[src/rtl/iba_pkg.sv]
`timescale 1ns / 1ps
// Shared types and constants for the indexed block allocator.
// Used by iba_ctrl, iba_dpath, indexed_block_allocator and iba_checker.
package iba_pkg;

  localparam int DEF_NUM_BLOCKS      = 64;
  localparam int DEF_NUM_SLOTS       = 16;
  localparam int DEF_MAX_FILE_BLOCKS = 8;
  localparam int DEF_BLOCK_BYTES     = 64;

  localparam int SIZE_W = 16;

  localparam logic CMD_CREATE = 1'b0;
  localparam logic CMD_DELETE = 1'b1;

  localparam logic [2:0] ST_OK        = 3'd0;
  localparam logic [2:0] ST_DIR_FULL  = 3'd1;
  localparam logic [2:0] ST_TOO_LARGE = 3'd2;
  localparam logic [2:0] ST_NO_BLOCKS = 3'd3;
  localparam logic [2:0] ST_NOT_FOUND = 3'd4;

  typedef struct packed {
    logic              command;
    logic [63:0]       name_key;
    logic [SIZE_W-1:0] size_bytes;
  } in_item_t;

  typedef struct packed {
    logic [2:0] status;
    logic [3:0] slot_id;
    logic [5:0] index_block_num;
    logic [3:0] data_block_count;
  } out_item_t;

  typedef enum logic [3:0] {
    S_IDLE,
    S_CALC,
    S_POP_IB,
    S_POP_DATA,
    S_COMMIT,
    S_SCAN,
    S_FETCH,
    S_PUSH,
    S_RESP
  } ctl_state_t;

  typedef struct packed {
    logic       capture;
    logic       calc_step;
    logic       pop_ib;
    logic       pop_data;
    logic       commit;
    logic       scan_step;
    logic       scan_hit;
    logic       push_data;
    logic       push_ib;
    logic       load_err;
    logic [2:0] err_code;
  } dp_cmd_t;

  typedef struct packed {
    logic in_is_delete;
    logic size_covered;
    logic blk_at_max;
    logic dir_full;
    logic no_blocks;
    logic data_done;
    logic scan_hit;
    logic scan_last;
  } dp_sts_t;

endpackage

[src/rtl/iba_ctrl.sv]
`timescale 1ns / 1ps
// Command sequencer for the indexed block allocator.
// Depends on iba_pkg; drives iba_dpath through dp_cmd_t / dp_sts_t.
module iba_ctrl (
  input  logic             clk,
  input  logic             rst_n,
  input  logic             in_valid,
  output logic             in_ready,
  output logic             out_valid,
  input  logic             out_ready,
  input  iba_pkg::dp_sts_t sts,
  output iba_pkg::dp_cmd_t cmd
);
  import iba_pkg::*;

  ctl_state_t state_r, state_nxt;

  always_ff @(posedge clk) begin
    if (!rst_n) state_r <= S_IDLE;
    else        state_r <= state_nxt;
  end

  always_comb begin
    state_nxt = state_r;
    case (state_r)
      S_IDLE: begin
        if (in_valid) state_nxt = sts.in_is_delete ? S_SCAN : S_CALC;
      end
      S_CALC: begin
        if (sts.size_covered) begin
          if (sts.dir_full || sts.no_blocks) state_nxt = S_RESP;
          else                               state_nxt = S_POP_IB;
        end else if (sts.blk_at_max) begin
          state_nxt = S_RESP;
        end
      end
      S_POP_IB:   state_nxt = S_POP_DATA;
      S_POP_DATA: if (sts.data_done) state_nxt = S_COMMIT;
      S_COMMIT:   state_nxt = S_RESP;
      S_SCAN: begin
        if (sts.scan_hit)       state_nxt = S_FETCH;
        else if (sts.scan_last) state_nxt = S_RESP;
      end
      S_FETCH:    state_nxt = S_PUSH;
      S_PUSH:     if (sts.data_done) state_nxt = S_RESP;
      S_RESP:     if (out_ready) state_nxt = S_IDLE;
      default:    state_nxt = S_IDLE;
    endcase
  end

  always_comb begin
    cmd       = '0;
    in_ready  = 1'b0;
    out_valid = 1'b0;
    case (state_r)
      S_IDLE: begin
        in_ready    = 1'b1;
        cmd.capture = in_valid;
      end
      S_CALC: begin
        if (sts.size_covered) begin
          if (sts.dir_full) begin
            cmd.load_err = 1'b1;
            cmd.err_code = ST_DIR_FULL;
          end else if (sts.no_blocks) begin
            cmd.load_err = 1'b1;
            cmd.err_code = ST_NO_BLOCKS;
          end else begin
            cmd.pop_ib = 1'b1;
          end
        end else if (sts.blk_at_max) begin
          cmd.load_err = 1'b1;
          cmd.err_code = sts.dir_full ? ST_DIR_FULL : ST_TOO_LARGE;
        end else begin
          cmd.calc_step = 1'b1;
        end
      end
      S_POP_IB:   ;
      S_POP_DATA: cmd.pop_data = !sts.data_done;
      S_COMMIT:   cmd.commit = 1'b1;
      S_SCAN: begin
        if (sts.scan_hit) begin
          cmd.scan_hit = 1'b1;
        end else if (sts.scan_last) begin
          cmd.load_err = 1'b1;
          cmd.err_code = ST_NOT_FOUND;
        end else begin
          cmd.scan_step = 1'b1;
        end
      end
      S_FETCH:    ;
      S_PUSH: begin
        if (sts.data_done) cmd.push_ib   = 1'b1;
        else               cmd.push_data = 1'b1;
      end
      S_RESP:     out_valid = 1'b1;
      default:    ;
    endcase
  end

endmodule

[config.mk]
export PLATFORM = sky130hd
export DESIGN_NAME = iba_ctrl
export DESIGN_NICKNAME = d
export VERILOG_FILES = /design/src/rtl/iba_pkg.sv /design/src/rtl/iba_ctrl.sv
export SDC_FILE = /design/constraint.sdc
export NUM_CORES = 1
export LEC_CHECK = 0
export ABC_AREA = 1
export ABC_CLOCK_PERIOD_IN_PS = 1100
export BUFFER_PORTS_ARGS = -buffer_cell sky130_fd_sc_hd__buf_4
export CAP_MARGIN = 20
export CORE_AREA = 2 2 39 41
export DETAILED_ROUTE_END_ITERATION = 8
export DIE_AREA = 0 0 41 43
export PLACE_DENSITY = 0.68
export SLEW_MARGIN = 20
export SYNTH_ARGS = -nofsm -noshare
export SYNTH_HDL_FRONTEND = slang
export SYNTH_SLANG_ARGS = --single-unit
[constraint.sdc]
create_clock -name clk -period 1.1 [get_ports clk]
set_input_delay 0.165 -clock clk [delete_from_list [all_inputs] [get_ports clk]]
set_output_delay 0.165 -clock clk [all_outputs]
set_load 0.02 [all_outputs]
==> results of run 1 <==
[cells in the mapped netlist (all sizes together)]
cell | instances | area share
inv | 22 | 0.17
nor4 | 2 | 0.025
nor2 | 26 | 0.26
dfxtp | 4 | 0.16
nor3 | 2 | 0.020
nand2 | 16 | 0.13
clkinv | 1 | 0.0076
o21ai | 3 | 0.031
a21oi | 1 | 0.010
o21bai | 1 | 0.015
nand3 | 14 | 0.16
[what timing repair did]
item	CTS
setup endpoints to repair	19
resized for setup	25
pin swaps	8
hold endpoints to repair	0
hold buffers	0
gates cloned	0
buffers inserted	15
[stage by stage]
stage	std cells	util	instance area (µm²)	hold WS [ns]	setup TNS, ns
floorplan	92	-	598	0.276	-0.355
global placement	155	0.702	971	0.426	-1.63
detailed placement	155	0.702	971	0.438	-1.80
CTS	173	0.873	1210	0.170	-5.91
[cells by family after synthesis]
group | after synthesis
and+or+nand+nor | 60
buffers and inverters | 23
DFF | 4
AOI/OAI and AO/OA | 5
==> results.md, run 1 <==
* Status: did not finish
* Failing step: 5_1_grt
* Error: [ERROR DPL-0033] detailed placement checks failed during check placement.
* Placement Setup Slack at -0.193 ns
* IO Pins at 27
* Compound-Gate Fraction of Synth Area at 0.0560
* Clock Tree Root: clkbuf_4
* Post-synthesis mux area share at 0
* Syn Inst Count at 92
* Last worst endpoint in the global-route repair_timing: cmd[1]
* Synthesized flop and latch total at 4
* Post-synth cell types at 16
* Std cell rows at 14
* Largest net degree at the start of global routing at 7
* Die Width at 41 µm
* Clk sinks at 4
* Initial core utilization at 0.355
* CTS Buffer Depth at 2
* # H-tree levels at 1
* Post-Syn Area at 492 µm²
* Final GP Congestion at 0.833
* Initial antenna violation count at 0
* Xor and xnor area share after synthesis at 0
* TritonCTS Buffers at 3
* Seq/Total Area, Yosys at 0.163
* HPWL Detailed at 1440 µm
* Largest family of logic cells by synthesized area: simple AND/OR/NAND/NOR gates
* Buffers on Ports at 26
* Post-Synth Adder-Cell Area at 0
* Syn Area/Cell at 5.34 µm²
* WEP type: top-level output
* Yosys Warn Count at 0
* Mapped Nets at 104
* Simple-gate portion of the synthesized area at 0.606
* Die Y at 43 µm
==> inputs of run 2 (changes only) <==
Settings changed: ABC_CLOCK_PERIOD_IN_PS 1100 to 1430, CORE_AREA 2 2 39 41 to 2 2 63 65, DIE_AREA 0 0 41 43 to 0 0 65 67, PLACE_DENSITY 0.68 to unset, PLACE_DENSITY_LB_ADDON set to 0.15.
Clock period 1.1 ns to 1.43 ns, I/O delays scaled along.
==> results.md, run 2 <==
* Hold Crit Depth at 3
* Fin. Hold Viols at 0
* Post-synth cell types at 16 (unchanged)
* Clock Tree Root: clkbuf_8
* Initial drt markers at 11
* Initial core utilization at 0.136 (-0.219)
* Reg clk slew, reported paths at 0.03 ns
* Core area at 3610 µm²
* DRC at 0
* Fmax at 683 MHz
* Worst Hold Endpoint: state_r[3]
* Area contributors post-synth: dfxtp_1 (16%), inv_1 (15%), nor2_1 (13%)
* Util after Layout at 0.274
* Fill count at 399
* Slowest cell delay on critical path at 0.36 ns
* Die Area at 4360 µm²
* Mapped Nets at 104 (unchanged)
* Post-synth top area share at 0.163 (unchanged)
* Critical Path AT at 1.25 ns
* Switching part of the total at 0.475
* Hold Crit Start: rst_n
* Clk sinks at 4 (unchanged)
* CTS tree: yes
* Status: finished with violations
* Layout Skew at 0.00233 ns
* Global-route usage over all layers at 0.0836
* Pint at 1120 µW
* Std cell rows at 22 (+8)
* Vias at 693
* Post-synth ARST share at 0 (unchanged)
* Req. time, crit path at 1.22 ns
* RSZ-0062 raised after global routing: true
* Final Critical Period at 1.46 ns
* Vias/cell at 3.79
* CP most frequent cell: buf_4
* HPWL Detailed at 1440 µm (-0.62%)
* PnR worst setup slack at -0.0334 ns
* Clock power frac at 0.111
* Worst reg2reg path endpoint: state_r[2]
* Post-route antenna net violation count at 0
* Most frequent cells in the layout: buf_4 (37), inv_1 (15), nor2_1 (14)
* P_sw at 1010 µW
* Power Dens Cells at 2160 nW/µm²
* Post-Place Cells at 171 (+10%)
* Remaining global-route overflow at 0
* Final nets at 149
* Cell taking the most area after synthesis: dfxtp_1
* Clock Latency Late Sink at 0.22 ns
* Area occupied by multi-input gates at 400 µm²
* Max layer used: met4
* Crit-path cells: nor2_4, nand2_2, buf_4, nor4_2, buf_4
* Reg-to-reg slack, setup at 0.15 ns
* Routed WL per cell at 9.66 µm
* Max-cap violations at 0
* Yosys Warn Count at 0 (unchanged)
* IO Pins at 27 (unchanged)
* Final number of setup-violating endpoints at 3
* Fin cells at 183
* CTS Buffer Depth at 2 (unchanged)
* Violated checks: negative setup slack
* Post-Syn Area at 492 µm² (unchanged)
* Origin of the critical flop-to-flop path: state_r[0]
* Max FFs per register at 4
* Wl on met1 at 778 µm
* Layout cell share with drive strength beyond 1 at 0.578
* Met2 wire len at 855 µm
* Setup crit end kind: output port
* Syn Inst Count at 92 (unchanged)
* Vias in the first global route at 657
* Cts hold-fix bufs at 0 (unchanged)
* Kind of critical path: flip-flop to output port
* Leakage at 0.000565 µW
* P&R area growth vs syn at 101%
* Die Y at 67 µm (+56%)
* Initial antenna violation count at 0
* Seq/Total Area, Yosys at 0.163 (unchanged)
* Tcrit/Tclk final at 1.02
* Fin. max-slew vios at 0
* # H-tree levels at 1 (unchanged)
* Drt total wl at 1770 µm
* TritonCTS Buffers at 3 (unchanged)
* Top cells by count, synth: inv_1 (19), nor2_1 (17), nand2_1 (14)
* Comb power frac at 0.762
* Diodes inserted at 0
* Top FF cell, synth: dfxtp_1
* Largest Register: state_r
* First-pass GRT wire length at 2730 µm
* Final GP Congestion at 0.735 (-12%)
* Buffers on Ports at 26 (unchanged)
* Hold WC Path Type: primary input to flip-flop
* Seq pwr share at 0.127
* Commonest non-fill, non-tap cell in the layout: buf_4
* Peak VDD IR at 0.000780 V
* Synthesized flop and latch total at 4 (unchanged)
* Pre-antenna DRT Iters at 4
* Worst Tran Pin Value at 0.449 ns
* Worst slew margin at 0.698
* CP max FO at 4
* Storage cell area at 90.1 µm²
* Largest regs: state_r: 4 flops
* Die Width at 65 µm (+59%)
* EDFF count, synth at 0 (unchanged)
* Syn Area/Cell at 5.34 µm² (unchanged)
* Largest net degree at the start of global routing at 7
* DR WL met3 at 99 µm
* Most common cell in the synthesized netlist: inv_1
* R2R cell count at 9
* Slowest-stage cell, CP: dfxtp_4
* Crit start category: flip-flop
run 2: cell families after synthesis:
| logic type | synth area share |
|---|---|
| flip-flops | 0.163 |
| AND/OR/NAND/NOR | 0.606 |
| AO/OA/AOI/OAI | 0.0560 |
| buffers and inverters | 0.176 |
run 2: metal layers:
layer / vias up / global-route usage
li1: 368 / -
met1: 299 / 0.0946
met3: 5 / 0.0186
met4: 0 / 0.0479
met2: 21 / 0.144
met5: - / 0
run 2: repair_timing:
action                                 4_1_cts  5_1_grt
endpoints found under the hold margin        0        0
setup buffers                                8        1
setup endpoints to repair                    9       16
pin swaps                                   10        9
resized for setup                           19       11
run 2: worst max-delay path by stage:
stage                          start          to  slack (ns)  cells past startpoint
after floorplan           state_r[2]      cmd[3]        0.02                      4
after global placement    state_r[3]  state_r[2]        0.06                      8
after detailed placement  state_r[3]      cmd[0]        0.06                      6
after CTS                 state_r[3]      cmd[0]       -0.04                      6
after global routing      state_r[1]      cmd[0]       -0.13                      6
final                     state_r[1]      cmd[1]       -0.03                      5
run 2: stage by stage:
stage / instance area, µm² / hold slack, ns / TNS [ns] / power [µW] / worst slack [ns]
6_report: 990 / 0.246 / -0.0806 / 2140 / -0.0334
3_3_place_gp: 791 / 0.475 / 0 / 1480 / 0.0647
3_5_place_dp: 791 / 0.483 / 0 / 1470 / 0.0552
5_1_grt: 990 / 0.252 / -0.580 / 2320 / -0.127
4_1_cts: 943 / 0.246 / -0.123 / 2030 / -0.0395
2_1_floorplan: 498 / 0.335 / 0 / 1020 / 0.0230
run 2: layout make-up:
type	count	share of cell area
multi-input combinational	65	0.405
timing repair buffer	40	0.315
sequential	4	0.0910
inverter	23	0.0872
tap	48	0.0607
clock buffer	3	0.0417
run 2: critical path: cells and delay by family (launching register included):
| family | cells | cell delay [ns] |
|---|---|---|
| buffers and inverters | 2 | 0.32 |
| and+or+nand+nor | 3 | 0.35 |
| DFF | 1 | 0.36 |
run 2: power by group through the flow:
stage / combinational, µW / clock (µW) / sequential, µW
2_1_floorplan: 787 / 0 / 232
6_report: 1630 / 237 / 272
3_5_place_dp: 1230 / 0 / 234
3_3_place_gp: 1240 / 0 / 234
5_1_grt: 1790 / 256 / 280
4_1_cts: 1520 / 242 / 264
No activity file was read; power rests on OpenSTA's default activity.
==> inputs of run 3 (changes only) <==
==> constraint.sdc (replaced) <==
create_clock -name clk -period 1.43 [get_ports clk]
set_input_delay 0.143 -clock clk [delete_from_list [all_inputs] [get_ports clk]]
set_output_delay 0.143 -clock clk [all_outputs]
set_load 0.02 [all_outputs]
==> results.md, run 3 (synthesized netlist as in run 2, its figures left out) <==
* Initial core utilization at 0.136 (unchanged)
* Worst reg2reg path endpoint: state_r[2]
* Crit start category: flip-flop
* HPWL Detailed at 1420 µm (-1.4%)
* Setup crit end kind: output port
* Largest regs: state_r: 4 flops
* Initial antenna violation count at 0 (unchanged)
* Fmax at 708 MHz (+3.7%)
* Pwr Total at 2010 µW (-6.1%)
* Worst Hold Endpoint: state_r[3]
* Largest Register: state_r
* Drt total wl at 1730 µm (-2.3%)
* Origin of the critical flop-to-flop path: state_r[0]
* Buffers on Ports at 26 (unchanged)
* Fin. Hold Viols at 0 (unchanged)
* RSZ-0062 raised after global routing: true
* Final nets at 144 (-3.4%)
* Diodes inserted at 0 (unchanged)
* CTS tree: yes
* Max-cap violations at 0 (unchanged)
* Tcrit/Tclk final at 0.987 (-0.0362)
* Req. time, crit path at 1.29 ns (+0.07 ns)
* Reg-to-reg slack, setup at 0.11 ns (-0.04 ns)
* Hold WC Path Type: primary input to flip-flop
* Core area at 3610 µm² (unchanged)
* Commonest non-fill, non-tap cell in the layout: buf_4
* Final number of setup-violating endpoints at 0 (-3)
* Global-route usage over all layers at 0.0850 (+0.00133)
* Post-route antenna net violation count at 0 (unchanged)
* IO Pins at 27 (unchanged)
* TritonCTS Buffers at 3 (unchanged)
* CTS Buffer Depth at 2 (unchanged)
* Clk sinks at 4 (unchanged)
* Max FFs per register at 4 (unchanged)
* Die Width at 65 µm (unchanged)
* Largest net degree at the start of global routing at 7 (unchanged)
* Std cell rows at 22 (unchanged)
* Vias in the first global route at 672 (+2.3%)
* First-pass GRT wire length at 2860 µm (+4.8%)
* Remaining global-route overflow at 0 (unchanged)
* Design area at 927 µm² (-6.3%)
* Most frequent cells in the layout: buf_4 (34), inv_1 (16), nor2_1 (13), nand2_1 (13), nand3_1 (9)
* Peak VDD IR at 0.000727 V (-6.8%)
* Final GP Congestion at 0.770 (+4.8%)
* Routed WL per cell at 9.70 µm (+0.42%)
* Worst Tran Pin Value at 0.447 ns (-0.00174 ns)
* Kind of critical path: flip-flop to output port
* DRC at 0 (unchanged)
* Worst slew margin at 0.699 (+0.00117)
* Vias at 681 (-1.7%)
* Die Area at 4360 µm² (unchanged)
* Placed Area at 747 µm² (-5.5%)
* Hold Crit Start: rst_n
* Vias/cell at 3.83 (+1.0%)
* Final Critical Period at 1.41 ns (-0.0518 ns)
* Clock Tree Root: clkbuf_8
* CP max FO at 4 (unchanged)
* Die Y at 67 µm (unchanged)
* Leakage at 0.000539 µW (-4.6%)
* Fin. max-slew vios at 0 (unchanged)
* Reg clk slew, reported paths at 0.03 ns (about the same)
* Status: finished, final reports clean
* Critical Path AT at 1.27 ns (+0.02 ns)
* P&R area growth vs syn at 88.5%
* Pre-antenna DRT Iters at 4 (unchanged)
* # H-tree levels at 1 (unchanged)
* Layout cell share with drive strength beyond 1 at 0.546 (-0.0316)
* Hold Crit Depth at 3 (unchanged)
* R2R cell count at 9 (unchanged)
* Initial drt markers at 3 (-8)
* Power Dens Cells at 2160 nW/µm² (+0.25%)
* Clock Latency Late Sink at 0.22 ns (about the same)
* Layout Skew at 0.00146 ns (-0.000877 ns)
## run 3: changes by cell type in the layout (fill, tap and decap cells not counted), sizes merged
cell | before | now
buf | 40 | 35
## run 3: routing by layer
metal / global-route usage / vias up / wire (µm) / part of all wire
li1: - / 360 / - / -
met3: 0.0152 / 4 / 113 / 0.065
met1: 0.0983 / 297 / 745 / 0.43
met2: 0.151 / 20 / 846 / 0.49
met4: 0.0399 / 0 / 20 / 0.012
met5: 0 / - / 0 / 0
## run 3: area by class of cell
| cell class | instances | area [µm²] |
|---|---|---|
| sequential | 4 | 90.1 |
| tap | 48 | 60.1 |
| multi-input combinational | 65 | 383 |
| clock buffer | 3 | 41.3 |
| fill | 427 | 2680 |
| inverter | 23 | 86.3 |
| timing repair buffer | 35 | 267 |
## run 3: critical path, cell delays in order, from the launching register on
cell,delay [ns]
dfxtp_4,0.37
inv_2,0.05
nor2_4,0.11
nand2_2,0.09
nor2_4,0.12
o21ai_2,0.07
nor2_1,0.10
buf_4,0.15
## run 3: power by group
group          internal [µW]  switching [µW]  total, µW
clock                    179            56.9        236
combinational            642             838       1480
sequential               191            98.5        289
## run 3: through the flow
step | setup WS [ns] | setup TNS, ns | util | hold slack [ns] | std cells
after CTS | -0.00931 | -0.00931 | 0.238 | 0.177 | 174
after global placement | -0.00478 | -0.00478 | 0.207 | 0.402 | 166
final | 0.0184 | 0 | 0.257 | 0.180 | 178
after global routing | -0.0744 | -0.119 | 0.257 | 0.205 | 178
after floorplan | 0.0102 | 0 | - | 0.263 | 92
after detailed placement | -0.00526 | -0.00598 | 0.207 | 0.409 | 166
## run 3: how the worst max path moves through the flow
stage | from | endpoint | slack, ns | depth (start not counted)
2_1_floorplan | state_r[0] | cmd[1] | 0.01 | 4
3_3_place_gp | state_r[3] | cmd[3] | -0.005 | 6
3_5_place_dp | state_r[3] | cmd[0] | -0.005 | 6
4_1_cts | state_r[0] | cmd[0] | -0.009 | 7
5_1_grt | state_r[3] | cmd[0] | -0.07 | 6
6_report | state_r[0] | cmd[0] | 0.02 | 7
## run 3: timing repair
item / in CTS / in global routing
pin swaps: 4 / 7
gates resized for setup: 11 / 15
setup buffers: 5 / 4
hold buffers: 0 / 0
endpoints found under the setup margin: 7 / 17
==> inputs of run 4 (changes only) <==
Settings changed: SETUP_SLACK_MARGIN set to 0.3, SKIP_CTS_REPAIR_TIMING set to 1.
==> results.md, run 4 (synthesized netlist as in run 2, its figures left out) <==
* Global-route usage over all layers at 0.0896 (+0.00469)
* Fin Setup TNS at -0.193 ns (-0.193 ns)
* Vias/cell at 3.91 (+2.3%)
* P&R area growth vs syn at 142%
* Die Y at 67 µm (unchanged)
* Vias in the first global route at 681 (+1.3%)
* Fill count at 403 (-5.6%)
* Crit-path cells: nor2_4, nand2_4, nor2_4, o21ai_4, nor2_4, buf_6
* Post-Place Cells at 166 (unchanged)
* Req. time, crit path at 1.29 ns (about the same)
* Worst Tran Pin Value at 0.398 ns (-0.0491 ns)
* Most frequent cells in the layout: buf_4 (31), inv_1 (13), buf_6 (11)
* DRC at 0 (unchanged)
* Fin. max-slew vios at 0 (unchanged)
* Initial drt markers at 10 (+7)
* Slowest cell delay on critical path at 0.36 ns (about the same)
* Power Dens Cells at 2180 nW/µm² (+0.92%)
* Layout cell share with drive strength beyond 1 at 0.710 (+0.164)
* Largest net degree at the start of global routing at 7 (unchanged)
* Vias at 728 (+6.9%)
* Post-route antenna net violation count at 0 (unchanged)
* Clock Latency Late Sink at 0.22 ns (about the same)
* Fmax at 676 MHz (-4.6%)
* HPWL Detailed at 1480 µm (+4.6%)
* CP max FO at 6 (+2)
* Initial antenna violation count at 0 (unchanged)
* Max-cap violations at 0 (unchanged)
* Largest regs: state_r: 4 flops
* Peak VDD IR at 0.000727 V (about the same)
* PnR worst setup slack at -0.0499 ns (-0.0683 ns)
* Area occupied by multi-input gates at 531 µm² (+39%)
* Clock Tree Root: clkbuf_8
* RSZ-0062 raised after global routing: true
* Die Width at 65 µm (unchanged)
* CP Buf/Inv Count at 1 (-1)
* Storage cell area at 92.6 µm² (+2.8%)
* Kind of critical path: flip-flop to output port
* Placement Setup Slack at 0.128 ns (+0.133 ns)
* Layout Skew at 0.00311 ns (+0.00165 ns)
* Leakage at 0.000616 µW (+14%)
* CTS tree: yes
* Die Area at 4360 µm² (unchanged)
* Crit start category: flip-flop
* Std cell rows at 22 (unchanged)
* Routed WL per cell at 11.0 µm (+13%)
* Worst slew margin at 0.732 (+0.0330)
* Initial core utilization at 0.136 (unchanged)
* # H-tree levels at 1 (unchanged)
* CP most frequent cell: nor2_4
* IO Pins at 27 (unchanged)
* Final Critical Period at 1.48 ns (+0.0683 ns)
* Max FFs per register at 4 (unchanged)
* Fin. Hold Viols at 0 (unchanged)
* Clk sinks at 4 (unchanged)
* Final nets at 152 (+5.6%)
* Final number of setup-violating endpoints at 5 (+5)
* Drt total wl at 2040 µm (+18%)
* Status: finished with violations
* Final GP Congestion at 0.719 (-6.6%)
* CTS Buffer Depth at 2 (unchanged)
* Largest Register: state_r
* Critical Path AT at 1.34 ns (+0.07 ns)
* First-pass GRT wire length at 2970 µm (+3.9%)
* TritonCTS Buffers at 3 (unchanged)
* Core area at 3610 µm² (unchanged)
* Remaining global-route overflow at 0 (unchanged)
* Diodes inserted at 0 (unchanged)
* Hold WC Path Type: primary input to flip-flop
* Tcrit/Tclk final at 1.03 (+0.0478)
* Fin cells at 186 (+4.5%)
* Commonest non-fill, non-tap cell in the layout: buf_4
* Reg clk slew, reported paths at 0.03 ns (about the same)
* Pre-antenna DRT Iters at 3 (-1)
* Slowest-stage cell, CP: dfxtp_4
* Violated checks: negative setup slack
* Crit-path leading delay family: simple AND/OR/NAND/NOR gates
* Buffers on Ports at 26 (unchanged)
* Setup crit end kind: output port
## run 4: path summary, 6_finish.rpt
path                                 start         end  slack, ns  cells past startpoint
worst max register to register  state_r[3]  state_r[1]       0.11                      9
worst max-delay path            state_r[3]      cmd[0]      -0.05                      6
worst min-delay path                 rst_n  state_r[3]       0.19                      3
worst min register to register  state_r[3]  state_r[3]       0.55                      2
## run 4: power by group
part           leakage, µW  switching, µW  internal (µW)
sequential       0.0000354            101            196
combinational     0.000560           1110            959
clock            0.0000216           59.3            179
## run 4: final cells by class
type / count / share of cell area
clock buffer: 3 / 0.0346
inverter: 23 / 0.0766
multi-input combinational: 65 / 0.445
sequential: 4 / 0.0776
tap: 48 / 0.0504
timing repair buffer: 43 / 0.316
## run 4: worst reg2reg max path: cells and delay by family, from the launching register on
| family | cells | cell delay, ns |
|---|---|---|
| buffers and inverters | 1 | 0.15 |
| DFF | 1 | 0.36 |
| and+or+nand+nor | 8 | 0.70 |
## run 4: layer usage
layer / track usage / vias up / wire (µm)
met4: 0.0399 / 0 / 0
met5: 0 / - / 0
li1: - / 373 / -
met2: 0.157 / 24 / 1060
met3: 0.0203 / 0 / 124
met1: 0.104 / 331 / 852
## run 4: per-stage QoR
stage / instance area (µm²) / power [µW] / util / hold slack [ns]
2_1_floorplan: 569 / 1160 / - / 0.256
3_3_place_gp: 825 / 1530 / 0.229 / 0.407
3_5_place_dp: 825 / 1520 / 0.229 / 0.416
4_1_cts: 866 / 1760 / 0.240 / 0.184
5_1_grt: 1190 / 2780 / 0.331 / 0.203
6_report: 1190 / 2600 / 0.331 / 0.188
